`src/sv/epp_pkg.sv`:
```
`timescale 1ns / 1ps
// ----------------------------------------------------------------------------
// Encoder poll master package
// Shared constants, protocol bytes, command and result types, and the table
// that expands a queued command into its result words.
// ----------------------------------------------------------------------------
package epp_pkg;

    localparam logic [7:0] BYTE_STX  = 8'h02;
    localparam logic [7:0] BYTE_DLE  = 8'h10;
    localparam logic [7:0] BYTE_ETX  = 8'h03;
    localparam logic [7:0] BYTE_READ = 8'h80;
    localparam logic [7:0] BYTE_BCC  = BYTE_READ ^ BYTE_DLE ^ BYTE_ETX;

    localparam int DATA_BYTES_DEF = 7;
    localparam int FRAME_LEN      = 7;
    localparam int STEP_W         = $clog2(FRAME_LEN);
    localparam int QUEUE_DEPTH    = 4;
    localparam int ADDR_W         = 4;

    localparam logic [7:0] READ_FRAME [FRAME_LEN] = '{
        BYTE_READ, 8'h00, 8'h00, 8'h00, BYTE_DLE, BYTE_ETX, BYTE_BCC
    };

    localparam logic [15:0]        POLL_INTERVAL_RST = 16'd100;
    localparam logic [15:0]        REPLY_TIMEOUT_RST = 16'd200;
    localparam logic [31:0]        OFFSET_RST        = 32'd0;
    localparam logic signed [31:0] FACTOR_RST        = 32'sd65536;

    localparam logic [1:0] REG_POLL_INTERVAL = 2'd0;
    localparam logic [1:0] REG_REPLY_TIMEOUT = 2'd1;
    localparam logic [1:0] REG_OFFSET        = 2'd2;
    localparam logic [1:0] REG_FACTOR        = 2'd3;

    typedef enum logic [1:0] {
        KIND_TX    = 2'd0,
        KIND_POS   = 2'd1,
        KIND_ABORT = 2'd2
    } t_kind;

    typedef enum logic [2:0] {
        CMD_STX,
        CMD_FRAME,
        CMD_DLE,
        CMD_DLE_POS,
        CMD_ABORT
    } t_cmd;

    typedef struct packed {
        t_cmd        cmd;
        logic [23:0] raw;
    } t_qent;

    typedef struct packed {
        t_kind       kind;
        logic [7:0]  tx;
        logic        last;
    } t_res;

    // Result word number 'step' of a command.
    function automatic t_res res_of(t_cmd cmd, logic [STEP_W-1:0] step);
        t_res r;
        r.kind = KIND_TX;
        r.tx   = 8'h00;
        r.last = 1'b1;
        case (cmd)
            CMD_STX: begin
                r.tx = BYTE_STX;
            end
            CMD_FRAME: begin
                r.tx   = READ_FRAME[step];
                r.last = (step == STEP_W'(FRAME_LEN - 1));
            end
            CMD_DLE: begin
                r.tx = BYTE_DLE;
            end
            CMD_DLE_POS: begin
                if (step == '0) begin
                    r.tx   = BYTE_DLE;
                    r.last = 1'b0;
                end else begin
                    r.kind = KIND_POS;
                end
            end
            CMD_ABORT: begin
                r.kind = KIND_ABORT;
            end
            default: begin
                r.kind = KIND_ABORT;
            end
        endcase
        return r;
    endfunction

endpackage

```
`src/sv/encoder_position_poll_master.sv`:
```
`timescale 1ns / 1ps
// ----------------------------------------------------------------------------
// Encoder position poll master
// Polls an angular encoder over a DLE/STX/ETX serial link and reports the
// scaled position, transmit bytes and aborted transactions.
// ----------------------------------------------------------------------------
//  Channel   Handshake              Payload
//  input     i_valid / o_ready      i_action, i_rx_byte
//  result    o_valid / i_ready      o_kind, o_tx_byte, o_position, o_last
//  config    psel/penable/pready    pwrite, paddr, pwdata, prdata
//
// The front end takes one word per cycle while the command queue has room.
// The back end fetches a command only when idle, then emits its result words in
// turn as the output takes them: a read frame gives seven, other commands one or two.
// Reset is synchronous and clears all control state; no memory needs clearing.
// A stalled result output fills the four-entry queue before input stalls.
// ----------------------------------------------------------------------------
module encoder_position_poll_master #(
    parameter int DataBytes = epp_pkg::DATA_BYTES_DEF
) (
    input  logic                        i_clk,
    input  logic                        i_rst_n,
    input  logic                        i_valid,
    output logic                        o_ready,
    input  logic                        i_action,
    input  logic [7:0]                  i_rx_byte,
    output logic                        o_valid,
    input  logic                        i_ready,
    output logic [1:0]                  o_kind,
    output logic [7:0]                  o_tx_byte,
    output logic signed [63:0]          o_position,
    output logic                        o_last,
    input  logic                        psel,
    input  logic                        penable,
    input  logic                        pwrite,
    input  logic [epp_pkg::ADDR_W-1:0]  paddr,
    input  logic [31:0]                 pwdata,
    output logic [31:0]                 prdata,
    output logic                        pready
);

    logic [15:0]        r_poll_interval;
    logic [15:0]        r_reply_timeout;
    logic [31:0]        r_position_offset;
    logic signed [31:0] r_scale_factor;

    logic               w_wr;
    logic               w_push;
    logic               w_pop;
    logic               w_full;
    logic               w_empty;
    epp_pkg::t_qent     w_push_data;
    epp_pkg::t_qent     w_pop_data;

    assign pready = 1'b1;
    assign w_wr   = psel && penable && pwrite && pready;

    always_ff @(posedge i_clk) begin
        if (!i_rst_n) begin
            r_poll_interval   <= epp_pkg::POLL_INTERVAL_RST;
            r_reply_timeout   <= epp_pkg::REPLY_TIMEOUT_RST;
            r_position_offset <= epp_pkg::OFFSET_RST;
            r_scale_factor    <= epp_pkg::FACTOR_RST;
        end else if (w_wr) begin
            case (paddr[3:2])
                epp_pkg::REG_POLL_INTERVAL: r_poll_interval   <= pwdata[15:0];
                epp_pkg::REG_REPLY_TIMEOUT: r_reply_timeout   <= pwdata[15:0];
                epp_pkg::REG_OFFSET:        r_position_offset <= pwdata;
                epp_pkg::REG_FACTOR:        r_scale_factor    <= pwdata;
                default: begin
                end
            endcase
        end
    end

    always_comb begin
        case (paddr[3:2])
            epp_pkg::REG_POLL_INTERVAL: prdata = {16'h0000, r_poll_interval};
            epp_pkg::REG_REPLY_TIMEOUT: prdata = {16'h0000, r_reply_timeout};
            epp_pkg::REG_OFFSET:        prdata = r_position_offset;
            epp_pkg::REG_FACTOR:        prdata = r_scale_factor;
            default:                    prdata = 32'h0000_0000;
        endcase
    end

    epp_front #(
        .DataBytes(DataBytes)
    ) u_front (
        .i_clk           (i_clk),
        .i_rst_n         (i_rst_n),
        .i_valid         (i_valid),
        .o_ready         (o_ready),
        .i_action        (i_action),
        .i_rx_byte       (i_rx_byte),
        .i_poll_interval (r_poll_interval),
        .i_reply_timeout (r_reply_timeout),
        .i_q_full        (w_full),
        .o_push          (w_push),
        .o_push_data     (w_push_data)
    );

    epp_queue u_queue (
        .i_clk       (i_clk),
        .i_rst_n     (i_rst_n),
        .i_push      (w_push),
        .i_push_data (w_push_data),
        .o_full      (w_full),
        .i_pop       (w_pop),
        .o_pop_data  (w_pop_data),
        .o_empty     (w_empty)
    );

    epp_back u_back (
        .i_clk             (i_clk),
        .i_rst_n           (i_rst_n),
        .i_q_empty         (w_empty),
        .o_pop             (w_pop),
        .i_q_data          (w_pop_data),
        .i_position_offset (r_position_offset),
        .i_scale_factor    (r_scale_factor),
        .o_valid           (o_valid),
        .i_ready           (i_ready),
        .o_kind            (o_kind),
        .o_tx_byte         (o_tx_byte),
        .o_position        (o_position),
        .o_last            (o_last)
    );

endmodule

```
`src/sv/epp_front.sv`:
```
`timescale 1ns / 1ps
// ----------------------------------------------------------------------------
// Encoder poll master front end
// Accepts ticks and received bytes, runs the link protocol state and queues
// one command per word that needs a response.
// ----------------------------------------------------------------------------
module epp_front #(
    parameter int DataBytes = epp_pkg::DATA_BYTES_DEF
) (
    input  logic               i_clk,
    input  logic               i_rst_n,
    input  logic               i_valid,
    output logic               o_ready,
    input  logic               i_action,
    input  logic [7:0]         i_rx_byte,
    input  logic [15:0]        i_poll_interval,
    input  logic [15:0]        i_reply_timeout,
    input  logic               i_q_full,
    output logic               o_push,
    output epp_pkg::t_qent     o_push_data
);

    localparam int CntW = $clog2(DataBytes);

    typedef enum logic [2:0] {
        PH_IDLE,
        PH_WAIT_DLE1,
        PH_WAIT_DLE2,
        PH_WAIT_STX,
        PH_COLLECT
    } t_phase;

    t_phase            r_phase, n_phase;
    logic [15:0]       r_since_poll, n_since_poll;
    logic [15:0]       r_wait_timer, n_wait_timer;
    logic [CntW-1:0]   r_byte_count, n_byte_count;
    logic [23:0]       r_raw, n_raw;

    logic              w_acc;
    logic [15:0]       w_since_inc;
    logic [15:0]       w_wait_inc;
    epp_pkg::t_cmd     w_cmd;

    assign o_ready = !i_q_full;
    assign w_acc   = i_valid && !i_q_full;

    assign w_since_inc = (r_since_poll == 16'hFFFF) ? r_since_poll : r_since_poll + 16'd1;
    assign w_wait_inc  = (r_wait_timer == 16'hFFFF) ? r_wait_timer : r_wait_timer + 16'd1;

    always_comb begin
        n_phase      = r_phase;
        n_since_poll = r_since_poll;
        n_wait_timer = r_wait_timer;
        n_byte_count = r_byte_count;
        n_raw        = r_raw;
        o_push       = 1'b0;
        w_cmd        = epp_pkg::CMD_ABORT;
        if (w_acc) begin
            if (!i_action) begin
                n_since_poll = w_since_inc;
                if (r_phase == PH_IDLE) begin
                    if (w_since_inc > i_poll_interval) begin
                        n_since_poll = 16'd0;
                        n_phase      = PH_WAIT_DLE1;
                        n_wait_timer = 16'd0;
                        o_push       = 1'b1;
                        w_cmd        = epp_pkg::CMD_STX;
                    end
                end else begin
                    n_wait_timer = w_wait_inc;
                    if (w_wait_inc >= i_reply_timeout) begin
                        n_phase = PH_IDLE;
                        o_push  = 1'b1;
                        w_cmd   = epp_pkg::CMD_ABORT;
                    end
                end
            end else begin
                case (r_phase)
                    PH_WAIT_DLE1: begin
                        o_push = 1'b1;
                        if (i_rx_byte == epp_pkg::BYTE_DLE) begin
                            n_phase      = PH_WAIT_DLE2;
                            n_wait_timer = 16'd0;
                            w_cmd        = epp_pkg::CMD_FRAME;
                        end else begin
                            n_phase = PH_IDLE;
                        end
                    end
                    PH_WAIT_DLE2: begin
                        if (i_rx_byte == epp_pkg::BYTE_DLE) begin
                            n_phase      = PH_WAIT_STX;
                            n_wait_timer = 16'd0;
                        end else begin
                            n_phase = PH_IDLE;
                            o_push  = 1'b1;
                        end
                    end
                    PH_WAIT_STX: begin
                        o_push = 1'b1;
                        if (i_rx_byte == epp_pkg::BYTE_STX) begin
                            n_phase      = PH_COLLECT;
                            n_wait_timer = 16'd0;
                            n_byte_count = '0;
                            n_raw        = 24'd0;
                            w_cmd        = epp_pkg::CMD_DLE;
                        end else begin
                            n_phase = PH_IDLE;
                        end
                    end
                    PH_COLLECT: begin
                        // Only the first three data bytes form the count.
                        if (r_byte_count < CntW'(3)) begin
                            n_raw = {r_raw[15:0], i_rx_byte};
                        end
                        if (({1'b0, r_byte_count} + (CntW+1)'(1)) ==
                            (CntW+1)'(DataBytes)) begin
                            n_byte_count = '0;
                            n_phase      = PH_IDLE;
                            o_push       = 1'b1;
                            w_cmd        = epp_pkg::CMD_DLE_POS;
                        end else begin
                            n_byte_count = r_byte_count + CntW'(1);
                        end
                    end
                    default: begin
                    end
                endcase
            end
        end
    end

    always_comb begin
        o_push_data.cmd = w_cmd;
        o_push_data.raw = n_raw;
    end

    always_ff @(posedge i_clk) begin
        if (!i_rst_n) begin
            r_phase      <= PH_IDLE;
            r_since_poll <= 16'd0;
            r_wait_timer <= 16'd0;
            r_byte_count <= '0;
            r_raw        <= 24'd0;
        end else begin
            r_phase      <= n_phase;
            r_since_poll <= n_since_poll;
            r_wait_timer <= n_wait_timer;
            r_byte_count <= n_byte_count;
            r_raw        <= n_raw;
        end
    end

    a_pos_from_collect: assert property (@(posedge i_clk) disable iff (!i_rst_n)
        (o_push && o_push_data.cmd == epp_pkg::CMD_DLE_POS) |-> r_phase == PH_COLLECT)
        else $error("position command queued outside the data block");

    a_count_range: assert property (@(posedge i_clk) disable iff (!i_rst_n)
        {1'b0, r_byte_count} < (CntW+1)'(DataBytes))
        else $error("data byte count beyond block length");

endmodule

```
`src/sv/epp_queue.sv`:
```
`timescale 1ns / 1ps
// ----------------------------------------------------------------------------
// Encoder poll master command queue
// Short first-in first-out queue between the protocol front end and the
// result generator.
// ----------------------------------------------------------------------------
module epp_queue (
    input  logic            i_clk,
    input  logic            i_rst_n,
    input  logic            i_push,
    input  epp_pkg::t_qent  i_push_data,
    output logic            o_full,
    input  logic            i_pop,
    output epp_pkg::t_qent  o_pop_data,
    output logic            o_empty
);

    localparam int Depth = epp_pkg::QUEUE_DEPTH;
    localparam int PtrW  = $clog2(Depth);

    epp_pkg::t_qent  r_mem [Depth];
    logic [PtrW-1:0] r_wr_ptr;
    logic [PtrW-1:0] r_rd_ptr;
    logic [PtrW:0]   r_count;

    assign o_full     = (r_count == (PtrW+1)'(Depth));
    assign o_empty    = (r_count == '0);
    assign o_pop_data = r_mem[r_rd_ptr];

    always_ff @(posedge i_clk) begin
        if (i_push) begin
            r_mem[r_wr_ptr] <= i_push_data;
        end
    end

    always_ff @(posedge i_clk) begin
        if (!i_rst_n) begin
            r_wr_ptr <= '0;
            r_rd_ptr <= '0;
            r_count  <= '0;
        end else begin
            if (i_push) begin
                r_wr_ptr <= r_wr_ptr + PtrW'(1);
            end
            if (i_pop) begin
                r_rd_ptr <= r_rd_ptr + PtrW'(1);
            end
            if (i_push && !i_pop) begin
                r_count <= r_count + (PtrW+1)'(1);
            end else if (i_pop && !i_push) begin
                r_count <= r_count - (PtrW+1)'(1);
            end
        end
    end

    a_no_overflow: assert property (@(posedge i_clk) disable iff (!i_rst_n)
        i_push |-> !o_full)
        else $error("command pushed into a full queue");

    a_no_underflow: assert property (@(posedge i_clk) disable iff (!i_rst_n)
        i_pop |-> !o_empty)
        else $error("command popped from an empty queue");

endmodule

```
`src/sv/epp_back.sv`:
```
`timescale 1ns / 1ps
// ----------------------------------------------------------------------------
// Encoder poll master back end
// Expands queued commands into result words one per cycle while the result output
// is not stalled, and scales the encoder count into a fixed-point position.
// ----------------------------------------------------------------------------
module epp_back (
    input  logic                i_clk,
    input  logic                i_rst_n,
    input  logic                i_q_empty,
    output logic                o_pop,
    input  epp_pkg::t_qent      i_q_data,
    input  logic [31:0]         i_position_offset,
    input  logic signed [31:0]  i_scale_factor,
    output logic                o_valid,
    input  logic                i_ready,
    output logic [1:0]          o_kind,
    output logic [7:0]          o_tx_byte,
    output logic signed [63:0]  o_position,
    output logic                o_last
);

    logic                        r_busy;
    epp_pkg::t_cmd               r_cmd;
    logic [epp_pkg::STEP_W-1:0]  r_step;
    logic [31:0]                 r_d;
    logic signed [63:0]          r_prod;
    logic                        r_ovalid;
    logic [1:0]                  r_okind;
    logic [7:0]                  r_otx;
    logic signed [63:0]          r_opos;
    logic                        r_olast;

    epp_pkg::t_res               w_res;
    logic                        w_emit;
    logic signed [64:0]          w_prod;

    assign o_pop  = !r_busy && !i_q_empty;
    assign w_res  = epp_pkg::res_of(r_cmd, r_step);
    assign w_emit = r_busy && (!r_ovalid || i_ready);

    // Count is unsigned, factor is signed Q16.16; the exact product fits 64 bits.
    assign w_prod = $signed({1'b0, r_d}) * i_scale_factor;

    always_ff @(posedge i_clk) begin
        if (!i_rst_n) begin
            r_busy   <= 1'b0;
            r_step   <= '0;
            r_cmd    <= epp_pkg::CMD_ABORT;
            r_ovalid <= 1'b0;
        end else begin
            if (o_pop) begin
                r_busy <= 1'b1;
                r_cmd  <= i_q_data.cmd;
                r_step <= '0;
            end
            if (w_emit) begin
                r_ovalid <= 1'b1;
                if (w_res.last) begin
                    r_busy <= 1'b0;
                end else begin
                    r_step <= r_step + epp_pkg::STEP_W'(1);
                end
            end else if (i_ready) begin
                r_ovalid <= 1'b0;
            end
        end
    end

    // The count difference is loaded into r_d at the pop and the product then into r_prod;
    // the position word is never earlier than the second word of its command.
    always_ff @(posedge i_clk) begin
        if (o_pop) begin
            r_d <= {8'h00, i_q_data.raw} - i_position_offset;
        end
        r_prod <= w_prod[63:0];
        if (w_emit) begin
            r_okind <= w_res.kind;
            r_otx   <= w_res.tx;
            r_olast <= w_res.last;
            r_opos  <= (w_res.kind == epp_pkg::KIND_POS) ? r_prod : 64'sd0;
        end
    end

    assign o_valid    = r_ovalid;
    assign o_kind     = r_okind;
    assign o_tx_byte  = r_otx;
    assign o_position = r_opos;
    assign o_last     = r_olast;

    a_pos_is_last: assert property (@(posedge i_clk) disable iff (!i_rst_n)
        (o_valid && o_kind == epp_pkg::KIND_POS) |-> o_last)
        else $error("position word not closing its command");

    a_frame_step: assert property (@(posedge i_clk) disable iff (!i_rst_n)
        (r_busy && r_cmd == epp_pkg::CMD_FRAME) |->
        r_step < epp_pkg::STEP_W'(epp_pkg::FRAME_LEN))
        else $error("read frame step out of range");

endmodule

```
`config.mk`:
```
export PLATFORM = sky130hd
export DESIGN_NAME = encoder_position_poll_master
export DESIGN_NICKNAME = d
export VERILOG_FILES = /design/src/sv/epp_pkg.sv /design/src/sv/encoder_position_poll_master.sv /design/src/sv/epp_front.sv /design/src/sv/epp_queue.sv /design/src/sv/epp_back.sv
export SDC_FILE = /design/constraint.sdc
export NUM_CORES = 2
export LEC_CHECK = 0
export ABC_AREA = 1
export CAP_MARGIN = 10
export CORE_ASPECT_RATIO = 0.6
export CORE_UTILIZATION = 30
export DETAILED_ROUTE_END_ITERATION = 6
export DONT_BUFFER_PORTS = 1
export GPL_TIMING_DRIVEN = 0
export PLACE_DENSITY_LB_ADDON = 0.15
export SLEW_MARGIN = 5
export SYNTH_ARGS = -nofsm -noshare
export SYNTH_HDL_FRONTEND = slang
export SYNTH_SLANG_ARGS = --single-unit
```
`constraint.sdc`:
```
create_clock -name i_clk -period 7.9 [get_ports i_clk]
set_clock_uncertainty 0.15 [all_clocks]
set_input_delay 0.395 -clock i_clk [delete_from_list [all_inputs] [get_ports i_clk]]
set_output_delay 0.395 -clock i_clk [all_outputs]
set_load 0.02 [all_outputs]
```
# Word level (Yosys, flattened, before mapping)
# Memories as Yosys holds them, arrays and structs flattened. A register that Yosys moved wholly into a read port is not among the register bits.
# Cells that the tools add are included.
# W data, S select, Z words.
dict set report classes {
  addsub 10
  mul 1
  div 0
  magnitude_cmp 4
  eq_ne 25
  n_shift 0
  muxes 65
  bitwise 2
  n_reduce_logical 34
}
# op count
set ops {}
lappend ops {{$mux W16} 9}
lappend ops {{$pmux W32 S4} 1}
lappend ops {{$mux W24} 4}
lappend ops {{$mul A33 B32 Y64} 1}
lappend ops {{$mux W3} 20}
lappend ops {{$pmux W24 S2} 1}
lappend ops {{$add A16 B1 Y16 const B} 2}
lappend ops {{$eq A16 B16 Y1 const B} 2}
lappend ops {{$pmux W16 S2} 1}
lappend ops {{$pmux W8 S4} 1}
lappend ops {{$sub A24 B32 Y32} 1}
lappend ops {{$ge A16 B16 Y1} 1}
lappend ops {{$gt A16 B16 Y1} 1}
lappend ops {{$mux W8} 2}
lappend ops {{$mux W1} 15}
lappend ops {{$eq A3 B2 Y1 const B} 4}
lappend ops {{$logic_not A3 Y1} 4}
lappend ops {{$ne A3 B2 Y1 const B} 4}
lappend ops {{$pmux W3 S4} 1}
lappend ops {{$reduce_and A2 Y1} 5}
lappend ops {{$reduce_and A5 Y1} 2}
lappend ops {{$add A3 B1 Y3 const B} 3}
lappend ops {{$eq A3 B3 Y1 const B} 3}
lappend ops {{$pmux W3 S3} 1}
lappend ops {{31 further kinds} 52}
dict set report word_totals {
  regBits 344
  latchBits 0
  ramBits 108
  mem_bits_ro 64
  wordCells 165
  n_memories 2
}
# memory depth width read_ports rd_ports_with_merged_regs wr line_no
set memory_table {}
lappend memory_table {u_queue.r_mem 4 27 1 1 1 epp_queue.sv:21} ;# epp_pkg::t_qent r_mem [Depth];
lappend memory_table {{(no name shown)} 8 8 1 0 0 epp_pkg.sv:71} ;# r.tx = READ_FRAME[step];

# Longest topological paths before layout
dict set report logic_depth {
  word_depth 11
  ltp_mapped 31
  ltp_nobuf 29
}

# Modules after synthesis
# From an unflattened synthesis, not the netlist that was laid out.
dict set report hier_totals {
  hier_cells 7510
  area_unflattened_um2 57446.3
}
# module instances cells_each area_each_um2 seq_area_each_um2
set modules_own_cells {}
lappend modules_own_cells {epp_back 1 5785 43865.8 4534.3}
lappend modules_own_cells {epp_front 1 737 4709.5 1241.2}
lappend modules_own_cells {epp_queue 1 319 4495.6 3423.3}
lappend modules_own_cells {encoder_position_poll_master 1 669 4375.4 1921.8}

# Worst setup path after synthesis
# No wires, ideal clock.
dict set report synth_path {
  path_type {reg2reg}
  start {register r_scale_factor[5]}
  end {register u_back.r_prod[44]}
  arrival_time_ns 6.204
  path_slack_ns 1.488
  path_stages_with_launch 27
  n_path_buf 2
  synth_period_minus_slack_ns 6.412
  path_cell_list {dfxtp_1 > clkbuf_1 > clkbuf_1 > nand2_1 > fa_1 > inv_1 > fa_1 > fa_1 > inv_1 > fa_1 > inv_1 > fa_1 > fa_1 > fa_1 > inv_1 > fa_1 > inv_1 > ha_1 > nand2_1 > nor2_1 > inv_1 > nor2_1 > inv_1 > o21ai_0 > inv_1 > a21o_1 > nand2_1}
}
dict set report synth_via {
  elab_chain_len 1
}
# item line_no
set synth_rtl {}
lappend synth_rtl {{from (decl)} encoder_position_poll_master.sv:45} ;# logic signed [31:0] r_scale_factor;
lappend synth_rtl {{from (signal assigned)} encoder_position_poll_master.sv:63} ;# r_scale_factor <= epp_pkg::FACTOR_RST;
lappend synth_rtl {{from (signal assigned)} encoder_position_poll_master.sv:69} ;# epp_pkg::REG_FACTOR: r_scale_factor <= pwdata;
lappend synth_rtl {{$mul A33 B32 Y64} epp_back.sv:43} ;# assign w_prod = $signed({1'b0, r_d}) * i_scale_factor;
lappend synth_rtl {{via u_back.w_prod[44]} epp_back.sv:36} ;# logic signed [64:0] w_prod;
lappend synth_rtl {{to (signal assigned)} epp_back.sv:76} ;# r_prod <= w_prod[63:0];
lappend synth_rtl {{to (decl)} epp_back.sv:27} ;# logic signed [63:0] r_prod;
# The timed path passes the listed nets, and every way through them passes these cells.
# A chain may end at the register's enable or synchronous reset.

# Worst setup path after layout
dict set report layout_path {
  start {register r_scale_factor[4]}
  end {register u_back.r_prod[51]}
}
# Same word-level chain as after synthesis.

==> flow_results.xml <==
<?xml version="1.0" encoding="UTF-8"?>
<metrics>
  <group name="run_status">
    <metric name="result_of_the_run" unit="">finished clean</metric>
  </group>
  <group name="global_routing">
    <metric name="grt_start_max_net_pins" unit="">42</metric>
    <metric name="initial_antenna_violation_count" unit="">19</metric>
    <metric name="grt_first_pass_wirelength" unit="um">349000</metric>
    <metric name="grt_pass1_vias" unit="">46357</metric>
    <metric name="globalRouteOverflowTotal" unit="">0</metric>
    <metric name="grt_util_all_layers" unit="%">26.6</metric>
  </group>
  <group name="worst_setup_path">
    <metric name="cp-end-kind" unit="">flip-flop</metric>
    <metric name="crit_path_start_kind" unit="">flip-flop</metric>
    <metric name="worstPathArrival" unit="ns">8.24</metric>
    <metric name="timing.critical_path.fanout_max" unit="">10</metric>
    <metric name="critPathRequiredTime" unit="ns">8.27</metric>
    <metric name="path_delay_family" unit="">adder cells</metric>
    <metric name="worst-setup-path-type" unit="">reg2reg</metric>
    <metric name="critPathMaxStageDelay" unit="ns">0.70</metric>
    <metric name="cp_common_cell" unit="">sky130_fd_sc_hd__fa_1</metric>
    <metric name="cp_cell_sequence" unit="">clkbuf_2 &gt; nand2_1 &gt; inv_1 &gt; fa_1 &gt; fa_1 &gt; inv_1 &gt; fa_1 &gt; fa_1 &gt; inv_1 &gt; fa_1 &gt; fa_1 &gt; fa_1 &gt; fa_1 &gt; ha_1 &gt; a21oi_1 &gt; o21ai_0 &gt; a21boi_2 &gt; o21ai_1 &gt; nand2_1 &gt; nand3_1 &gt; nand2_1 &gt; nand2_1</metric>
    <metric name="timing.critical_path.buf_inv" unit="">4</metric>
    <metric name="critPathSlowestCell" unit="">sky130_fd_sc_hd__fa_1</metric>
  </group>
  <group name="cts">
    <metric name="max-clock-path-buffers" unit="">3</metric>
    <metric name="worst_setup_hold_path_clk_slew" unit="ns">0.06</metric>
    <metric name="clock_latency_at_the_later_pin_of_the_worst_skew_pair" unit="ns">0.69</metric>
    <metric name="number_of_sinks_on_the_clock_net" unit="">450</metric>
    <metric name="htreeDepth" unit="">2</metric>
    <metric name="tritoncts" unit="">done</metric>
    <metric name="clock-root-buffer" unit="">sky130_fd_sc_hd__clkbuf_16</metric>
    <metric name="cts-buffers-inserted" unit="">50</metric>
  </group>
  <group name="detailed_routing">
    <metric name="routed_via_density" unit="">4.86</metric>
    <metric name="detailroute.via_count" unit="">47066</metric>
    <metric name="drt_wl_cell" unit="um">25.5</metric>
    <metric name="detailedRoute.firstIterationViolations" unit="">5821</metric>
    <metric name="routed_wirelength" unit="um">247000</metric>
    <metric name="drc_errors" unit="">0</metric>
    <metric name="drtPass1Iterations" unit="">6</metric>
    <metric name="drtAntennaViolNets" unit="">0</metric>
  </group>
  <group name="place">
    <metric name="post-dp-hpwl" unit="um">207000</metric>
    <metric name="numPortBuffers" unit="">0</metric>
    <metric name="gp_congestion" unit="">1.01</metric>
    <metric name="post_place_instance_area" unit="mm^2">0.0591</metric>
  </group>
  <group name="timing">
    <metric name="maxSlewViolCount" unit="">0</metric>
    <metric name="timing.slew.headroom" unit="%">9.32</metric>
    <metric name="finalSetupViolCount" unit="">0</metric>
    <metric name="final-hold-violation-count" unit="">0</metric>
    <metric name="final_worst_path_cycle_share" unit="%">99.6</metric>
    <metric name="max_clock_freq" unit="MHz">127</metric>
    <metric name="final.min_clock_period" unit="ns">7.87</metric>
    <metric name="worst-slew-pin-transition" unit="ns">1.36</metric>
  </group>
  <group name="floorplan">
    <metric name="io_pins" unit="">162</metric>
    <metric name="placeableCoreArea" unit="mm^2">0.184</metric>
    <metric name="die_w" unit="um">558</metric>
    <metric name="initial_core_util" unit="%">30.2</metric>
    <metric name="rows" unit="">122</metric>
    <metric name="die_height" unit="um">336</metric>
    <metric name="die_area" unit="mm^2">0.187</metric>
  </group>
  <group name="synthesis">
    <metric name="ffs_w_async_s_r_synth" unit="%">0</metric>
    <metric name="ys_warn_count" unit="">0</metric>
    <metric name="netlist_top_cells_count" unit="">1925 x sky130_fd_sc_hd__inv_1, 1642 x sky130_fd_sc_hd__nand2_1, 899 x sky130_fd_sc_hd__fa_1, 469 x sky130_fd_sc_hd__nor2_1, 361 x sky130_fd_sc_hd__ha_1</metric>
    <metric name="post_synth_instance_area" unit="mm^2">0.0557</metric>
    <metric name="yosys-top-cells-area" unit="">sky130_fd_sc_hd__fa_1 32%, sky130_fd_sc_hd__inv_1 13%, sky130_fd_sc_hd__edfxtp_1 11%</metric>
    <metric name="yosysSeqAreaShare" unit="%">20.0</metric>
    <metric name="yosys.cell_count.top_type" unit="">sky130_fd_sc_hd__inv_1</metric>
    <metric name="synth_top_area_share" unit="%">32.3</metric>
    <metric name="synth_area_per_cell" unit="um^2">7.90</metric>
    <metric name="dominant_register_cell_in_the_synthesized_netlist" unit="">sky130_fd_sc_hd__dfxtp_1</metric>
    <metric name="synthesized_instance_count" unit="">7045</metric>
    <metric name="netlist-cell-type-count" unit="">54</metric>
    <metric name="synth_top_area_cell" unit="">sky130_fd_sc_hd__fa_1</metric>
    <metric name="synth-edff-count" unit="">211</metric>
    <metric name="synth.ff_latch_count" unit="">450</metric>
  </group>
  <group name="layout">
    <metric name="design_area" unit="mm^2">0.0622</metric>
    <metric name="synthToLayoutAreaGrowth" unit="%">11.8</metric>
    <metric name="final_layout_size_suffix_gt1_share" unit="%">6.09</metric>
    <metric name="finalCoreUtilization" unit="%">33.7</metric>
    <metric name="fillCellCount" unit="">19838</metric>
    <metric name="layout.nets" unit="">8465</metric>
  </group>
  <group name="pwr">
    <metric name="power.switching" unit="W">0.0101</metric>
    <metric name="power.sequential.fraction" unit="%">19.5</metric>
    <metric name="internal_power_summed_over_all_cells" unit="W">0.00805</metric>
    <metric name="netSwitchingFraction" unit="%">55.8</metric>
    <metric name="cellPowerDensity" unit="mW/mm^2">292</metric>
    <metric name="ir_drop" unit="mV">0.225</metric>
    <metric name="power.combinational.fraction" unit="%">65.9</metric>
    <metric name="power.clock.fraction" unit="%">14.6</metric>
    <metric name="leakagePower" unit="nW">33.8</metric>
  </group>
  <group name="hold_path">
    <metric name="class_of_the_tightest_hold_or_removal_check" unit="">in2reg</metric>
  </group>
  <group name="run">
    <metric name="cap_violations" unit="">0</metric>
  </group>
</metrics>
## registers in the layout, indices dropped and copies added, names as in the netlist, 3 cells and up, named ones only
signal                cells
u_back.r_step             3
u_back.r_cmd              3
r_scale_factor           32
u_queue.r_count           3
u_front.r_raw            24
u_queue.r_mem           108
u_front.r_since_poll     16
u_back.o_position        64
u_back.o_tx_byte          4
u_back.r_prod            64
r_position_offset        32
r_reply_timeout          16
u_front.r_phase           3
u_front.r_wait_timer     16
r_poll_interval          16
u_front.r_byte_count      3
u_back.r_d               32
## layout make-up
class | count | area [um^2] | area share (%)
antenna | 1 | 2.50 | 0.00402
buffer | 283 | 1620 | 2.60
clock buffer | 64 | 1420 | 2.28
clock inverter | 29 | 419 | 0.674
inverter | 1937 | 7270 | 11.7
multi-input combinational | 4351 | 36300 | 58.3
sequential | 450 | 11200 | 18.0
tap | 2480 | 3100 | 4.99
timing repair buffer | 80 | 925 | 1.49
## power by group through the flow
| stage | logic (W) | clock network [W] | registers (W) |
|---|---|---|---|
| finish | 0.0120 | 0.00266 | 0.00355 |
| global route | 0.0129 | 0.00281 | 0.00359 |
| CTS | 0.0115 | 0.00273 | 0.00358 |
| detailed placement | 0.0112 | 0 | 0.00365 |
| global placement | 0.0112 | 0 | 0.00367 |
| floorplan | 0.00629 | 0 | 0.00341 |
## worst paths after layout
kind / startpoint / end / slack (ns) / cells past startpoint
max: r_scale_factor[4] / u_back.r_prod[51] / 0.03 / 22
min reg2reg: u_queue.r_rd_ptr[1] / u_queue.r_rd_ptr[1] / 0.33 / 2
min: paddr[3] / r_reply_timeout[7] / 0.06 / 4
max reg2reg: r_scale_factor[4] / u_back.r_prod[51] / 0.03 / 22
## logic make-up after synthesis
logic type               count (synthesis)  share of synthesized area [%]
AO/OA/AOI/OAI                          643                           6.28
other                                    2                         0.0135
buffers and inverters                 2247                           15.2
XOR/XNOR                                84                           1.32
AND/OR/NAND/NOR                       2359                           16.8
adder cells (fa/ha/maj)               1260                           40.4
flip-flops                             450                           20.0
## per-layer routing
layer  vias up  share of wire (%)  track usage [%]
met5         -             0.0028                0
met4         2                2.1             5.35
met3       216                 14             11.4
met2      2296                 35             32.6
met1     23694                 48             41.5
li1      20858                  -                -
## cell usage in the layout, fill, tap and decap left out, drive strengths merged, types with 8 or more instances in the layout
master and instances:
a21boi 8, a21oi 253, buf 110, bufinv 8, clkbuf 269, clkinv 15
clkinvlp 8, dfxtp 239, dlygate4sd3 42, edfxtp 211, fa 899, ha 361
inv 1935, nand2 1644, nand3 136, nand4 40, nor2 483, nor3 30
o2111ai 12, o211ai 13, o21ai 275, o21bai 14, o22ai 36, or2 14
xnor2 20, xor2 64
## metrics by stage
| stage | setup TNS (ns) | cells | hold WS, ns | worst slack, ns | total power (W) |
|---|---|---|---|---|---|
| 3_3_place_gp | -45.11 | 9528 | 0.305 | -1.44 | 0.0149 |
| 3_5_place_dp | -37.22 | 9543 | 0.312 | -1.29 | 0.0148 |
| 4_1_cts | 0 | 9662 | 0.0263 | 0.00155 | 0.0178 |
| 5_1_grt | -0.0168 | 9675 | 0.0660 | -0.0116 | 0.0193 |
| 2_1_floorplan | 0 | 7048 | 0.286 | 1.49 | 0.00970 |
| 6_report | 0 | 9675 | 0.0634 | 0.0338 | 0.0182 |
## repair_timing
action | 4_1_cts | 5_1_grt
buffers inserted | 9 | 13
resized for setup | 283 | 223
endpoints found under the setup margin | 43 | 38
hold endpoints to repair | 115 | 0
pin swaps | 0 | 0
hold buffers | 42 | 0
cloned | 0 | 0
## worst min-delay path: cells and delay by family
family | cells | cell delay [ns]
compound gates | 1 | 0.15
buf+inv | 1 | 0.16
simple gates | 2 | 0.15
(Power assumes the default switching activity.)
